## src/sv/ipv4fw_pkg.sv

```systemverilog
// ---------------------------------------------------------------------------
// ipv4fw_pkg
// Shared types, constants and codes of the IPv4 forwarding header rewrite.
// ---------------------------------------------------------------------------
package ipv4fw_pkg;

    // route table size and index width
    localparam int ROUTE_ENTRIES = 8;
    localparam int RT_IDX_W      = (ROUTE_ENTRIES > 1) ? $clog2(ROUTE_ENTRIES) : 1;

    // header store geometry
    localparam int HDR_MAX  = 30;
    localparam int HDR_AW   = $clog2(HDR_MAX);
    localparam int WORD_W   = 16;
    localparam int SUM_W    = 21;
    localparam int CNT_W    = 5;

    // configuration register indexes
    localparam logic CFG_ACCEPTED_SOURCE = 1'b0;
    localparam logic CFG_OWN_MAC         = 1'b1;

    // input opcodes
    localparam logic OP_ROUTE = 1'b0;
    localparam logic OP_WORD  = 1'b1;

    // verdict codes
    localparam logic [2:0] V_FORWARD   = 3'd0;
    localparam logic [2:0] V_WRONG_SRC = 3'd1;
    localparam logic [2:0] V_TTL       = 3'd2;
    localparam logic [2:0] V_NO_ROUTE  = 3'd3;
    localparam logic [2:0] V_MALFORMED = 3'd4;

    // smallest legal header length field
    localparam logic [3:0] IHL_MIN = 4'd5;

    // fixed header word positions
    localparam logic [HDR_AW-1:0] W_TTL    = HDR_AW'(4);
    localparam logic [HDR_AW-1:0] W_CSUM   = HDR_AW'(5);
    localparam logic [HDR_AW-1:0] W_SRC_HI = HDR_AW'(6);
    localparam logic [HDR_AW-1:0] W_SRC_LO = HDR_AW'(7);
    localparam logic [HDR_AW-1:0] W_DST_HI = HDR_AW'(8);
    localparam logic [HDR_AW-1:0] W_DST_LO = HDR_AW'(9);

    // sequencer states
    typedef enum logic [3:0] {
        S_COLLECT,
        S_CHECK,
        S_SCAN,
        S_SUM,
        S_FOLD,
        S_FIX,
        S_RD,
        S_LOAD,
        S_OUT
    } t_state;

    // route table write request
    typedef struct packed {
        logic                en;
        logic [RT_IDX_W-1:0] idx;
        logic [31:0]         addr;
        logic [47:0]         mac;
        logic                enable;
    } t_route_wr;

endpackage

```

## src/sv/ipv4fw_ram.sv

```systemverilog
// ---------------------------------------------------------------------------
// ipv4fw_ram
// Generic simple dual-port RAM, one write port, one registered read port.
// ---------------------------------------------------------------------------
module ipv4fw_ram #(
    parameter int WIDTH = 16,
    parameter int DEPTH = 30
) (
    input  logic                     i_clk,
    input  logic                     i_we,
    input  logic [$clog2(DEPTH)-1:0] i_waddr,
    input  logic [WIDTH-1:0]         i_wdata,
    input  logic [$clog2(DEPTH)-1:0] i_raddr,
    output logic [WIDTH-1:0]         o_rdata
);

    logic [WIDTH-1:0] r_mem [DEPTH];
    logic [WIDTH-1:0] r_rdata;

    // write port
    always_ff @(posedge i_clk) begin
        if (i_we) begin
            r_mem[i_waddr] <= i_wdata;
        end
    end

    // registered read port
    always_ff @(posedge i_clk) begin
        r_rdata <= r_mem[i_raddr];
    end

    assign o_rdata = r_rdata;

endmodule

```

## src/sv/ipv4fw_route.sv

```systemverilog
// ---------------------------------------------------------------------------
// ipv4fw_route
// Route table: destination address, next-hop mac and enable per slot, with
// one compare port driven by the lookup scan index.
// ---------------------------------------------------------------------------
module ipv4fw_route (
    input  logic                          i_clk,
    input  logic                          i_rst_n,
    input  ipv4fw_pkg::t_route_wr         i_wr,
    input  logic [ipv4fw_pkg::RT_IDX_W-1:0] i_scan_idx,
    input  logic [31:0]                   i_dst,
    output logic                          o_hit,
    output logic [47:0]                   o_mac
);

    logic [31:0] r_addr  [ipv4fw_pkg::ROUTE_ENTRIES];
    logic [47:0] r_mac   [ipv4fw_pkg::ROUTE_ENTRIES];
    logic [ipv4fw_pkg::ROUTE_ENTRIES-1:0] r_valid;

    // entry payload
    always_ff @(posedge i_clk) begin
        if (i_wr.en) begin
            r_addr[i_wr.idx] <= i_wr.addr;
            r_mac[i_wr.idx]  <= i_wr.mac;
        end
    end

    // enable bits, cleared by reset
    always_ff @(posedge i_clk) begin
        if (!i_rst_n) begin
            r_valid <= '0;
        end else if (i_wr.en) begin
            r_valid[i_wr.idx] <= i_wr.enable;
        end
    end

    // single shared compare on the scanned slot
    assign o_hit = r_valid[i_scan_idx] && (r_addr[i_scan_idx] == i_dst);
    assign o_mac = r_mac[i_scan_idx];

endmodule

```

## src/sv/ipv4_forward_header_rewrite_top.sv

```systemverilog
// ---------------------------------------------------------------------------
// ipv4_forward_header_rewrite_top
// Collects IPv4 header words, checks source and ttl, scans the route table,
// recomputes the checksum and sends the rewritten header with mac addresses.
// ---------------------------------------------------------------------------
// Header words and route writes are taken one per cycle while a header is collected.
// After the last word it checks source and ttl, scans the route table, sums the
// header ram words and folds the sum, then emits each word in read, load and present
// states, subject to output stall; a drop verdict is presented in the cycle after the
// check or last lookup. Input is not ready until the last result is taken.
// Synchronous active-low reset clears sequencer, counters, route enables and config.
module ipv4_forward_header_rewrite_top (
    input  logic        i_clk,
    input  logic        i_rst_n,
    // configuration
    input  logic        i_cfg_we,
    input  logic        i_cfg_index,
    input  logic [47:0] i_cfg_data,
    // input channel
    input  logic        i_in_valid,
    output logic        o_in_ready,
    input  logic        i_opcode,
    input  logic [2:0]  i_route_slot,
    input  logic [31:0] i_route_address,
    input  logic [47:0] i_route_next_hop,
    input  logic        i_route_enable,
    input  logic [15:0] i_header_word,
    // output channel
    output logic        o_out_valid,
    input  logic        i_out_ready,
    output logic [2:0]  o_verdict,
    output logic [15:0] o_out_word,
    output logic        o_out_last,
    output logic [47:0] o_dst_mac_out,
    output logic [47:0] o_src_mac_out
);

    localparam int AW = ipv4fw_pkg::HDR_AW;
    localparam int SW = ipv4fw_pkg::SUM_W;
    localparam int CW = ipv4fw_pkg::CNT_W;
    localparam int RW = ipv4fw_pkg::RT_IDX_W;

    // configuration registers
    logic [31:0] r_acc_src;
    logic [47:0] r_own_mac;

    // sequencer and counters
    ipv4fw_pkg::t_state r_state, n_state;
    logic [CW-1:0] r_seen, n_seen;
    logic [CW-1:0] r_expected, n_expected;
    logic [AW-1:0] r_addr, n_addr;
    logic [AW-1:0] r_pidx, n_pidx;
    logic          r_pend, n_pend;
    logic [RW-1:0] r_scan, n_scan;

    // captured header fields and working values
    logic [15:0] r_w4, n_w4;
    logic [31:0] r_src, n_src;
    logic [31:0] r_dst, n_dst;
    logic [47:0] r_hop, n_hop;
    logic [SW-1:0] r_sum, n_sum;
    logic [15:0] r_csum, n_csum;

    // output word register
    logic [2:0]  r_verdict, n_verdict;
    logic [15:0] r_word, n_word;
    logic        r_last, n_last;
    logic [47:0] r_dmac, n_dmac;
    logic [47:0] r_smac, n_smac;

    // helpers
    logic              in_acc;
    logic              out_acc;
    logic [3:0]        ihl;
    logic [CW-1:0]     cur_expected;
    logic [CW-1:0]     seen_inc;
    logic [15:0]       w4_mod;
    logic [15:0]       sum_word;
    logic              ram_we;
    logic [15:0]       ram_rdata;
    logic              rt_hit;
    logic [47:0]       rt_mac;
    ipv4fw_pkg::t_route_wr rt_wr;

    assign in_acc  = i_in_valid && o_in_ready;
    assign out_acc = o_out_valid && i_out_ready;
    assign ihl     = i_header_word[11:8];
    assign w4_mod  = {r_w4[15:8] - 8'd1, r_w4[7:0]};

    // configuration writes
    always_ff @(posedge i_clk) begin
        if (!i_rst_n) begin
            r_acc_src <= '0;
            r_own_mac <= '0;
        end else if (i_cfg_we) begin
            unique case (i_cfg_index)
                ipv4fw_pkg::CFG_ACCEPTED_SOURCE: r_acc_src <= i_cfg_data[31:0];
                ipv4fw_pkg::CFG_OWN_MAC:         r_own_mac <= i_cfg_data;
            endcase
        end
    end

    // route table write from the input channel
    always_comb begin
        rt_wr.en     = in_acc && (i_opcode == ipv4fw_pkg::OP_ROUTE)
                       && (32'(i_route_slot) < 32'(ipv4fw_pkg::ROUTE_ENTRIES));
        rt_wr.idx    = RW'(i_route_slot);
        rt_wr.addr   = i_route_address;
        rt_wr.mac    = i_route_next_hop;
        rt_wr.enable = i_route_enable;
    end

    ipv4fw_route u_route (
        .i_clk      (i_clk),
        .i_rst_n    (i_rst_n),
        .i_wr       (rt_wr),
        .i_scan_idx (r_scan),
        .i_dst      (r_dst),
        .o_hit      (rt_hit),
        .o_mac      (rt_mac)
    );

    // header word store
    assign ram_we = in_acc && (i_opcode == ipv4fw_pkg::OP_WORD)
                    && (r_state == ipv4fw_pkg::S_COLLECT)
                    && !((r_seen == '0) && (ihl < ipv4fw_pkg::IHL_MIN));

    ipv4fw_ram #(
        .WIDTH (ipv4fw_pkg::WORD_W),
        .DEPTH (ipv4fw_pkg::HDR_MAX)
    ) u_hdr_ram (
        .i_clk   (i_clk),
        .i_we    (ram_we),
        .i_waddr (AW'(r_seen)),
        .i_wdata (i_header_word),
        .i_raddr (r_addr),
        .o_rdata (ram_rdata)
    );

    // state and control registers
    always_ff @(posedge i_clk) begin
        if (!i_rst_n) begin
            r_state    <= ipv4fw_pkg::S_COLLECT;
            r_seen     <= '0;
            r_expected <= '0;
            r_pend     <= 1'b0;
        end else begin
            r_state    <= n_state;
            r_seen     <= n_seen;
            r_expected <= n_expected;
            r_pend     <= n_pend;
        end
    end

    // datapath registers
    always_ff @(posedge i_clk) begin
        r_addr    <= n_addr;
        r_pidx    <= n_pidx;
        r_scan    <= n_scan;
        r_w4      <= n_w4;
        r_src     <= n_src;
        r_dst     <= n_dst;
        r_hop     <= n_hop;
        r_sum     <= n_sum;
        r_csum    <= n_csum;
        r_verdict <= n_verdict;
        r_word    <= n_word;
        r_last    <= n_last;
        r_dmac    <= n_dmac;
        r_smac    <= n_smac;
    end

    // word fed to the checksum adder, ttl and checksum words substituted
    always_comb begin
        if (r_pidx == ipv4fw_pkg::W_TTL) begin
            sum_word = w4_mod;
        end else if (r_pidx == ipv4fw_pkg::W_CSUM) begin
            sum_word = '0;
        end else begin
            sum_word = ram_rdata;
        end
    end

    assign cur_expected = (r_seen == '0) ? CW'({ihl, 1'b0}) : r_expected;
    assign seen_inc     = r_seen + CW'(1);

    // next state and datapath control
    always_comb begin
        n_state    = r_state;
        n_seen     = r_seen;
        n_expected = r_expected;
        n_addr     = r_addr;
        n_pidx     = r_pidx;
        n_pend     = 1'b0;
        n_scan     = r_scan;
        n_w4       = r_w4;
        n_src      = r_src;
        n_dst      = r_dst;
        n_hop      = r_hop;
        n_sum      = r_sum;
        n_csum     = r_csum;
        n_verdict  = r_verdict;
        n_word     = r_word;
        n_last     = r_last;
        n_dmac     = r_dmac;
        n_smac     = r_smac;

        unique case (r_state)
            ipv4fw_pkg::S_COLLECT: begin
                if (in_acc && (i_opcode == ipv4fw_pkg::OP_WORD)) begin
                    if ((r_seen == '0) && (ihl < ipv4fw_pkg::IHL_MIN)) begin
                        // malformed first word gives a single verdict
                        n_verdict = ipv4fw_pkg::V_MALFORMED;
                        n_word    = '0;
                        n_last    = 1'b1;
                        n_dmac    = '0;
                        n_smac    = '0;
                        n_state   = ipv4fw_pkg::S_OUT;
                    end else begin
                        // capture fields needed by the decision
                        if (AW'(r_seen) == ipv4fw_pkg::W_TTL)    n_w4 = i_header_word;
                        if (AW'(r_seen) == ipv4fw_pkg::W_SRC_HI) n_src[31:16] = i_header_word;
                        if (AW'(r_seen) == ipv4fw_pkg::W_SRC_LO) n_src[15:0]  = i_header_word;
                        if (AW'(r_seen) == ipv4fw_pkg::W_DST_HI) n_dst[31:16] = i_header_word;
                        if (AW'(r_seen) == ipv4fw_pkg::W_DST_LO) n_dst[15:0]  = i_header_word;
                        if (seen_inc >= cur_expected) begin
                            n_seen     = '0;
                            n_expected = cur_expected;
                            n_state    = ipv4fw_pkg::S_CHECK;
                        end else begin
                            n_seen     = seen_inc;
                            n_expected = cur_expected;
                        end
                    end
                end
            end

            ipv4fw_pkg::S_CHECK: begin
                n_word = '0;
                n_last = 1'b1;
                n_dmac = '0;
                n_smac = '0;
                if (r_src != r_acc_src) begin
                    n_verdict = ipv4fw_pkg::V_WRONG_SRC;
                    n_state   = ipv4fw_pkg::S_OUT;
                end else if (r_w4[15:9] == '0) begin
                    n_verdict = ipv4fw_pkg::V_TTL;
                    n_state   = ipv4fw_pkg::S_OUT;
                end else begin
                    n_scan  = '0;
                    n_state = ipv4fw_pkg::S_SCAN;
                end
            end

            ipv4fw_pkg::S_SCAN: begin
                // one slot per cycle, lowest matching slot wins
                if (rt_hit) begin
                    n_hop   = rt_mac;
                    n_addr  = '0;
                    n_sum   = '0;
                    n_state = ipv4fw_pkg::S_SUM;
                end else if (r_scan == RW'(ipv4fw_pkg::ROUTE_ENTRIES - 1)) begin
                    n_verdict = ipv4fw_pkg::V_NO_ROUTE;
                    n_word    = '0;
                    n_last    = 1'b1;
                    n_dmac    = '0;
                    n_smac    = '0;
                    n_state   = ipv4fw_pkg::S_OUT;
                end else begin
                    n_scan = r_scan + RW'(1);
                end
            end

            ipv4fw_pkg::S_SUM: begin
                // issue reads in order, accumulate the word read last cycle
                if (CW'(r_addr) != r_expected) begin
                    n_pend = 1'b1;
                    n_pidx = r_addr;
                    n_addr = r_addr + AW'(1);
                end
                if (r_pend) begin
                    n_sum = r_sum + SW'(sum_word);
                    if (CW'(r_pidx) == r_expected - CW'(1)) begin
                        n_state = ipv4fw_pkg::S_FOLD;
                    end
                end
            end

            ipv4fw_pkg::S_FOLD: begin
                // first end-around carry fold
                n_sum   = SW'(r_sum[15:0]) + SW'(r_sum[SW-1:16]);
                n_state = ipv4fw_pkg::S_FIX;
            end

            ipv4fw_pkg::S_FIX: begin
                // second fold and inversion
                n_csum  = ~(r_sum[15:0] + 16'(r_sum[16]));
                n_addr  = '0;
                n_state = ipv4fw_pkg::S_RD;
            end

            ipv4fw_pkg::S_RD: begin
                // read address settles, data arrives next cycle
                n_state = ipv4fw_pkg::S_LOAD;
            end

            ipv4fw_pkg::S_LOAD: begin
                if (r_addr == ipv4fw_pkg::W_TTL) begin
                    n_word = w4_mod;
                end else if (r_addr == ipv4fw_pkg::W_CSUM) begin
                    n_word = r_csum;
                end else begin
                    n_word = ram_rdata;
                end
                n_verdict = ipv4fw_pkg::V_FORWARD;
                n_last    = (CW'(r_addr) == r_expected - CW'(1));
                n_dmac    = r_hop;
                n_smac    = r_own_mac;
                n_state   = ipv4fw_pkg::S_OUT;
            end

            ipv4fw_pkg::S_OUT: begin
                if (out_acc) begin
                    if (r_last) begin
                        n_state = ipv4fw_pkg::S_COLLECT;
                    end else begin
                        n_addr  = r_addr + AW'(1);
                        n_state = ipv4fw_pkg::S_RD;
                    end
                end
            end

            default: begin
                n_state = ipv4fw_pkg::S_COLLECT;
            end
        endcase
    end

    // ports
    assign o_in_ready     = (r_state == ipv4fw_pkg::S_COLLECT);
    assign o_out_valid    = (r_state == ipv4fw_pkg::S_OUT);
    assign o_verdict      = r_verdict;
    assign o_out_word     = r_word;
    assign o_out_last     = r_last;
    assign o_dst_mac_out  = r_dmac;
    assign o_src_mac_out  = r_smac;

endmodule

```

## config.mk

```make
export PLATFORM = sky130hd
export DESIGN_NAME = ipv4_forward_header_rewrite_top
export DESIGN_NICKNAME = d
export VERILOG_FILES = /design/src/sv/ipv4fw_pkg.sv /design/src/sv/ipv4fw_ram.sv /design/src/sv/ipv4fw_route.sv /design/src/sv/ipv4_forward_header_rewrite_top.sv
export SDC_FILE = /design/constraint.sdc
export NUM_CORES = 2
export LEC_CHECK = 0
export ABC_AREA = 1
export BUFFER_PORTS_ARGS = -buffer_cell sky130_fd_sc_hd__buf_2
export CAP_MARGIN = 20
export CORE_MARGIN = 4
export CORE_UTILIZATION = 40
export DETAILED_ROUTE_END_ITERATION = 6
export HOLD_SLACK_MARGIN = 0.02
export PLACE_DENSITY_LB_ADDON = 0.08
export SYNTH_ARGS = -nofsm -noshare
export SYNTH_HDL_FRONTEND = slang
export SYNTH_HIERARCHICAL = 1
export SYNTH_SLANG_ARGS = --single-unit
```

## constraint.sdc

```tcl
create_clock -name i_clk -period 14.7 [get_ports i_clk]
set_input_delay 0 -clock i_clk [delete_from_list [all_inputs] [get_ports i_clk]]
set_output_delay 0 -clock i_clk [all_outputs]
set_load 0.01 [all_outputs]
```

### Word-level counts from Yosys, hierarchy flattened

Memory sizes are Yosys's and may differ from the RTL's. A register that Yosys moved wholly into a read port is not among the register bits.
Index checks and enable logic that the tools add are counted.

| cells by class | value |
|---|---|
| shift operators | 0 |
| multiply operators | 0 |
| reductions and logical operators | 34 |
| mux-type cells | 65 |
| equal/unequal tests | 39 |
| add/sub/neg operators | 8 |
| bitwise gates (word level) | 4 |
| divide/modulo/power cells | 0 |
| order comparisons | 5 |

Operators by type and width:

| operator | count |
|---|---|
| 48-bit one-hot mux with 4 select lines | 2 |
| 48-bit two-way mux | 4 |
| 16-bit two-way mux | 8 |
| 16-bit one-hot mux with 4 select lines | 1 |
| 21-bit one-hot mux with 3 select lines | 1 |
| 21-bit two-way mux | 2 |
| 4-bit two-way mux | 10 |
| 3-bit two-way mux | 12 |
| 4-bit one-hot mux with 9 select lines | 1 |
| 5-bit by 3-bit == test with 1-bit output, second input constant | 7 |
| 32-bit == test | 1 |
| 32-bit != test | 1 |
| 5-bit two-way mux | 6 |
| 21-bit by 16-bit adder with 21-bit output | 1 |
| 2-bit != test, second input constant | 10 |
| 5-bit one-hot mux with 4 select lines | 1 |
| 4-bit AND reduction | 5 |
| 16-bit by 5-bit adder with 17-bit output | 1 |
| 16-bit by 1-bit adder with 16-bit output | 1 |
| 4-bit by 3-bit == test with 1-bit output, second input constant | 4 |
| 16-bit NOT | 1 |
| 5-bit AND reduction | 3 |
| 3-bit one-hot mux with 4 select lines | 1 |
| 6-bit AND reduction | 2 |
| 35 further kinds | 69 |

| word-level totals | value |
|---|---|
| bits in registers | 349 |
| memories | 3 |
| ROM bits | 0 |
| latch bits | 0 |
| bits of input ports | 155 |
| memory bits (writable) | 1120 |

Memory list:

| name | words | bits a word | read ports | clocked after Yosys merged registers in | write ports | RTL line | source |
|---|---|---|---|---|---|---|---|
| u_hdr_ram.r_mem | 30 | 16 | 1 | 1 | 1 | ipv4fw_ram.sv:17 | `logic [WIDTH-1:0] r_mem [DEPTH];` |
| u_route.r_mac | 8 | 48 | 1 | 1 | 1 | ipv4fw_route.sv:17 | `logic [47:0] r_mac [ipv4fw_pkg::ROUTE_ENTRIES];` |
| u_route.r_addr | 8 | 32 | 1 | 1 | 1 | ipv4fw_route.sv:16 | `logic [31:0] r_addr [ipv4fw_pkg::ROUTE_ENTRIES];` |

### Longest topological paths before layout

| depth | value |
|---|---|
| word-level depth | 7 |
| mapped depth | 23 |
| depth with buffers taken out | 21 |

### Hierarchy

Netlist, hierarchy kept.

Modules (own cells, without submodules):

| module | instances | cells each | area each (µm²) | sequential area each (µm²) |
|---|---|---|---|---|
| ipv4fw_route | 1 | 2231 | 26344.0 | 19378.6 |
| ipv4fw_ram | 1 | 1693 | 19946.6 | 14734.1 |
| ipv4_forward_header_rewrite_top | 1 | 1674 | 16961.3 | 10730.3 |

### Worst setup path after synthesis

Ideal clock, no wire load.

| path | value |
|---|---|
| path type | reg-to-reg |
| from | register r_scan[0] |
| to | register r_verdict[0] (netlist: o_verdict[0]), enable pin |
| arrival | 6.751 ns |
| clock period less this slack | 7.072 ns |
| path slack | 7.628 ns |
| required time | 14.378 ns |
| stages on the path, launching flop included | 19 |
| path through | edfxtp_1 buf_6 buf_6 buf_6 nor2_1 nor2_1 o21ai_1 o21ai_0 nand2_1 nand3_1 nand3_1 nor2_1 nand3_1 nor2_1 inv_1 a21oi_1 a211oi_2 nand2_1 inv_1 |

| between the ends | value |
|---|---|
| cells in the longest elaborated chain, start to end | 5 |

Ends and longest elaborated chain:

| what | RTL line | source |
|---|---|---|
| start, declared | ipv4_forward_header_rewrite_top.sv:54 | `logic [RW-1:0] r_scan, n_scan;` |
| start signal, assigned | ipv4_forward_header_rewrite_top.sv:159 | `r_scan <= n_scan;` |
| 1-bit binary-select mux with 3-bit select | ipv4fw_route.sv:38 | `assign o_hit = r_valid[i_scan_idx] && (r_addr[i_scan_idx] == i_dst);` |
| 1-bit two-way mux (implied by the code) | ipv4fw_route.sv:38 |  |
| 1-bit logical AND | ipv4fw_route.sv:38 |  |
| via rt_hit | ipv4_forward_header_rewrite_top.sv:81 | `logic rt_hit;` |
| 2-bit != test (no line) | n/a |  |
| 6-bit AND reduction (no line) | n/a |  |
| end signal, assigned | ipv4_forward_header_rewrite_top.sv:166 | `r_verdict <= n_verdict;` |
| end, declared | ipv4_forward_header_rewrite_top.sv:65 | `logic [2:0] r_verdict, n_verdict;` |

The timed path passes the listed nets, and every way through them passes these cells. The select of a mux whose other input is x is not followed.
A chain may end at the register's enable or synchronous reset.

### Worst setup path after layout

| path | value |
|---|---|
| from | register r_scan[0] |
| to | register r_dmac[7] (netlist: o_dst_mac_out[7]), enable pin |

| between the ends | value |
|---|---|
| cells in the longest elaborated chain, start to end | 5 |

Ends and longest elaborated chain:

| what | RTL line | source |
|---|---|---|
| 1-bit binary-select mux with 3-bit select | ipv4fw_route.sv:38 |  |
| 1-bit two-way mux (implied by the code) | ipv4fw_route.sv:38 |  |
| 1-bit logical AND | ipv4fw_route.sv:38 |  |
| via rt_hit | ipv4_forward_header_rewrite_top.sv:81 |  |
| 2-bit != test (no line) | n/a |  |
| 5-bit AND reduction (no line) | n/a |  |
| end signal, assigned | ipv4_forward_header_rewrite_top.sv:169 | `r_dmac <= n_dmac;` |
| end, declared | ipv4_forward_header_rewrite_top.sv:68 | `logic [47:0] r_dmac, n_dmac;` |

The timed path passes the listed nets, and every way through them passes these cells. The select of a mux whose other input is x is not followed.

==> reports/qor.csv <==
metric,value,unit
status,finished clean,
die area,0.1646,mm2
Final setup viols,0,
Routed WL per cell,21.16,um
Syn. warnings,6,
setup TNS,0,ns
P_leak,27.88,nW
Final Hold Vio Count,0,
reg2reg start,r_scan[0],
clk buf depth,3,
Crit. End Element,register,
hold crit path type,primary input to register,
"Async S/R FF share, synth",0,
Synth area leaders,"edfxtp_1 67%, nand2_1 7.5%, nand3_1 4.3%, nor2_1 4.1%, dfxtp_1 3.8%",
period utilization,0.4305,
number of global-route vias before repair,40790,
Fmax,158.0,MHz
Hold Path Depth,2,
Yosys top cell area share,0.6713,
Rows,145,
grt ovf,0,
maximum VDD drop,0.0001061,V
"CTS clk-pin slew, worst paths",0.06,ns
Post-Route WL,175800,um
gr usage total,0.2119,
largest net degree at the start of global routing,168,
Starting Density,0.4035,
nets@finish,6291,
RSZ-0062 raised after global routing,false,
via count,42260,
Post-Layout Cell Count,8308,
Die W,405.7,um
R2R Path End,o_dst_mac_out[7],
P per Cell Area,127.0,mW/mm2
CP startpoint kind,register,
CTS tree,done,
layout cells sized above 1,0.1051,
critical path class,register to register,
area of the mapped netlist,0.06325,mm2
most common cell in the synthesized netlist,edfxtp_1,
final-layout fill cell count,14350,
Vert. Die Dim,405.7,um
CORE AREA,0.1568,mm2
Syn Nets,5794,
clk_skew,0.03036,ns
TritonRoute pass-1 iters,5,
first-pass GRT wire length,263800,um
DRC violations left,0,
Synth cell types,51,
actual slew at the worst max-slew pin,1.134,ns
RePlAce Congestion,0.8324,
Detail Route Antenna Nets,0,
clk_lat worst skew,0.78,ns
CTS Buf Count,167,
hold slack,0.08396,ns
vias per cell,5.087,
count of pins over their slew limit,0,
critical path data arrival time,6.74,ns
CP required,15.11,ns
crit-path max FO,96,
I/O pin count,273,
Post-synth EDFFs,1414,
CTS Root Cell,clkbuf_16,
Slew headroom,0.2440,
register area share after synthesis,0.7090,
Most used DFF post-synth,edfxtp_1,
max_cap viols,0,
synthesis-to-finish area growth,17.37,%
Synth area leader,edfxtp_1,
R2R setup slack,8.37,ns
Hold Startpoint,i_route_next_hop[35],
dpl cells,7734,
Mapped Cells,5598,
post-synthesis register bit count,1533,
minimum clock period,6.328,ns
H-tree Lvls,4,
DRT iter0 DRCs,3509,
Worst R2R Path Depth,20,
Post-CTS Resized,0,
synth cell count leaders,"1414 x edfxtp_1, 1261 x nand2_1, 693 x nor2_1",
hold_buf cts,248,
initial antenna violation count,20,
HPWL after detailed placement,96360,um
Post CTS Setup Buffer Count,0,
I/O Buffers,272,
Hold Path End,u_route/r_mac[6][35],
CTS Sinks,1533,
synthesized area per cell,11.30,um2
## stage by stage
step	utilization	cell area (um2)	power (mW)	setup WS [ns]
after CTS	0.4730	74140	9.543	8.103
after global placement	0.4241	66470	5.466	8.114
after global routing	0.4734	74200	9.781	7.917
final	0.4736	74240	9.429	8.372
after floorplan	-	63250	5.239	7.628
after detailed placement	0.4241	66470	5.469	8.130
## layout make-up
cell class	count	area, um2	area share
inverters	439	1677	0.02258
clock inverters	91	720.7	0.009708
well taps	2058	2575	0.03469
diodes	16	40.04	0.0005393
repair buffers	605	4559	0.06142
flip-flops and latches	1533	44840	0.6040
multi-input cells	3349	15360	0.2068
clock buffers	217	4468	0.06018
## logic make-up (layout without fill, tap and decap cells)
kind of cell    Yosys count  in the layout  synth area share
buf+inv                 716           1352           0.05042
flops                  1533           1533            0.7090
other cells               0             16                 0
simple gates           2591           2591            0.1693
compound gates          679            679           0.05766
xor+xnor                 38             38          0.005262
fa+ha+maj                41             41          0.008348
## worst max-delay path, cell delays in order (launching register included)
cell and delay [ns]:
edfxtp_1 0.32, buf_4 0.58, buf_4 0.90, buf_4 0.94
nor2_1 0.11, nor2_1 0.11, o21ai_1 0.08, nand2_1 0.07
nand2_1 0.07, nand2_1 0.11, nand2_1 0.05, nand2_1 0.07
nand2_1 0.06, nor2_1 0.14, nand3_1 0.14, nor2_1 0.55
inv_1 0.24, a21oi_1 0.30, a211oi_4 0.07, buf_4 0.32
buf_4 0.38
## where the power goes
group          leakage, nW  internal [mW]  switching (mW)
Combinational         11.6          0.176           0.387
Sequential            13.7           4.84          0.0244
Clock                 2.54           2.26            1.74
Total                 27.9           7.27            2.15
## sequential cells by signal, summed over array words and instances (netlist names), 21 cells and up
name and cells:
u_hdr_ram/r_mem 480, u_route/r_mac 384, u_route/r_addr 256, o_dst_mac_out 48
o_src_mac_out 48, r_hop 48, r_own_mac 48, r_acc_src 32
r_dst 32, r_src 32, r_sum 21
## layer usage
metal	vias to the layer above	GRT usage	wire, um
li1	20260	-	-
met1	20710	0.3004	80870
met2	1049	0.3406	81940
met3	234	0.03326	8895
met4	8	0.05711	4068
met5	-	0	48
## worst max-delay path by stage
stage / startpoint / to / slack (ns) / depth (start not counted)
after floorplan: r_scan[0] / o_verdict[0] / 7.63 / 18
after global placement: r_scan[0] / o_dst_mac_out[7] / 8.11 / 18
after detailed placement: r_scan[0] / o_dst_mac_out[7] / 8.13 / 18
after CTS: r_scan[0] / o_dst_mac_out[7] / 8.10 / 18
after global routing: r_scan[0] / o_dst_mac_out[2] / 7.92 / 20
final: r_scan[0] / o_dst_mac_out[7] / 8.37 / 20
## layout by cell type (no fill, tap or decap), types with 13 or more instances in the layout
cell	Yosys	routed
inv_1	421	419
edfxtp_1	1414	1414
nand2_1	1261	1260
nor3_1	26	23
o22ai_1	60	60
clkinv_1	3	39
dfxtp_1	119	119
o21ai_1	24	24
a21oi_1	126	126
nor2_1	693	675
a31oi_1	50	49
xor2_1	25	25
buf_4	12	80
xnor2_1	13	13
buf_2	122	272
diode_2	0	16
nand4_1	15	15
clkbuf_16	0	168
nand3b_1	22	22
dlygate4sd3_1	0	248
ha_1	39	39
nor2_2	6	15
nand3_1	548	548
clkbuf_1	88	41
clkinv_2	1	30
o21ai_0	386	386
Note: power is estimated with default switching activity, not from simulation.
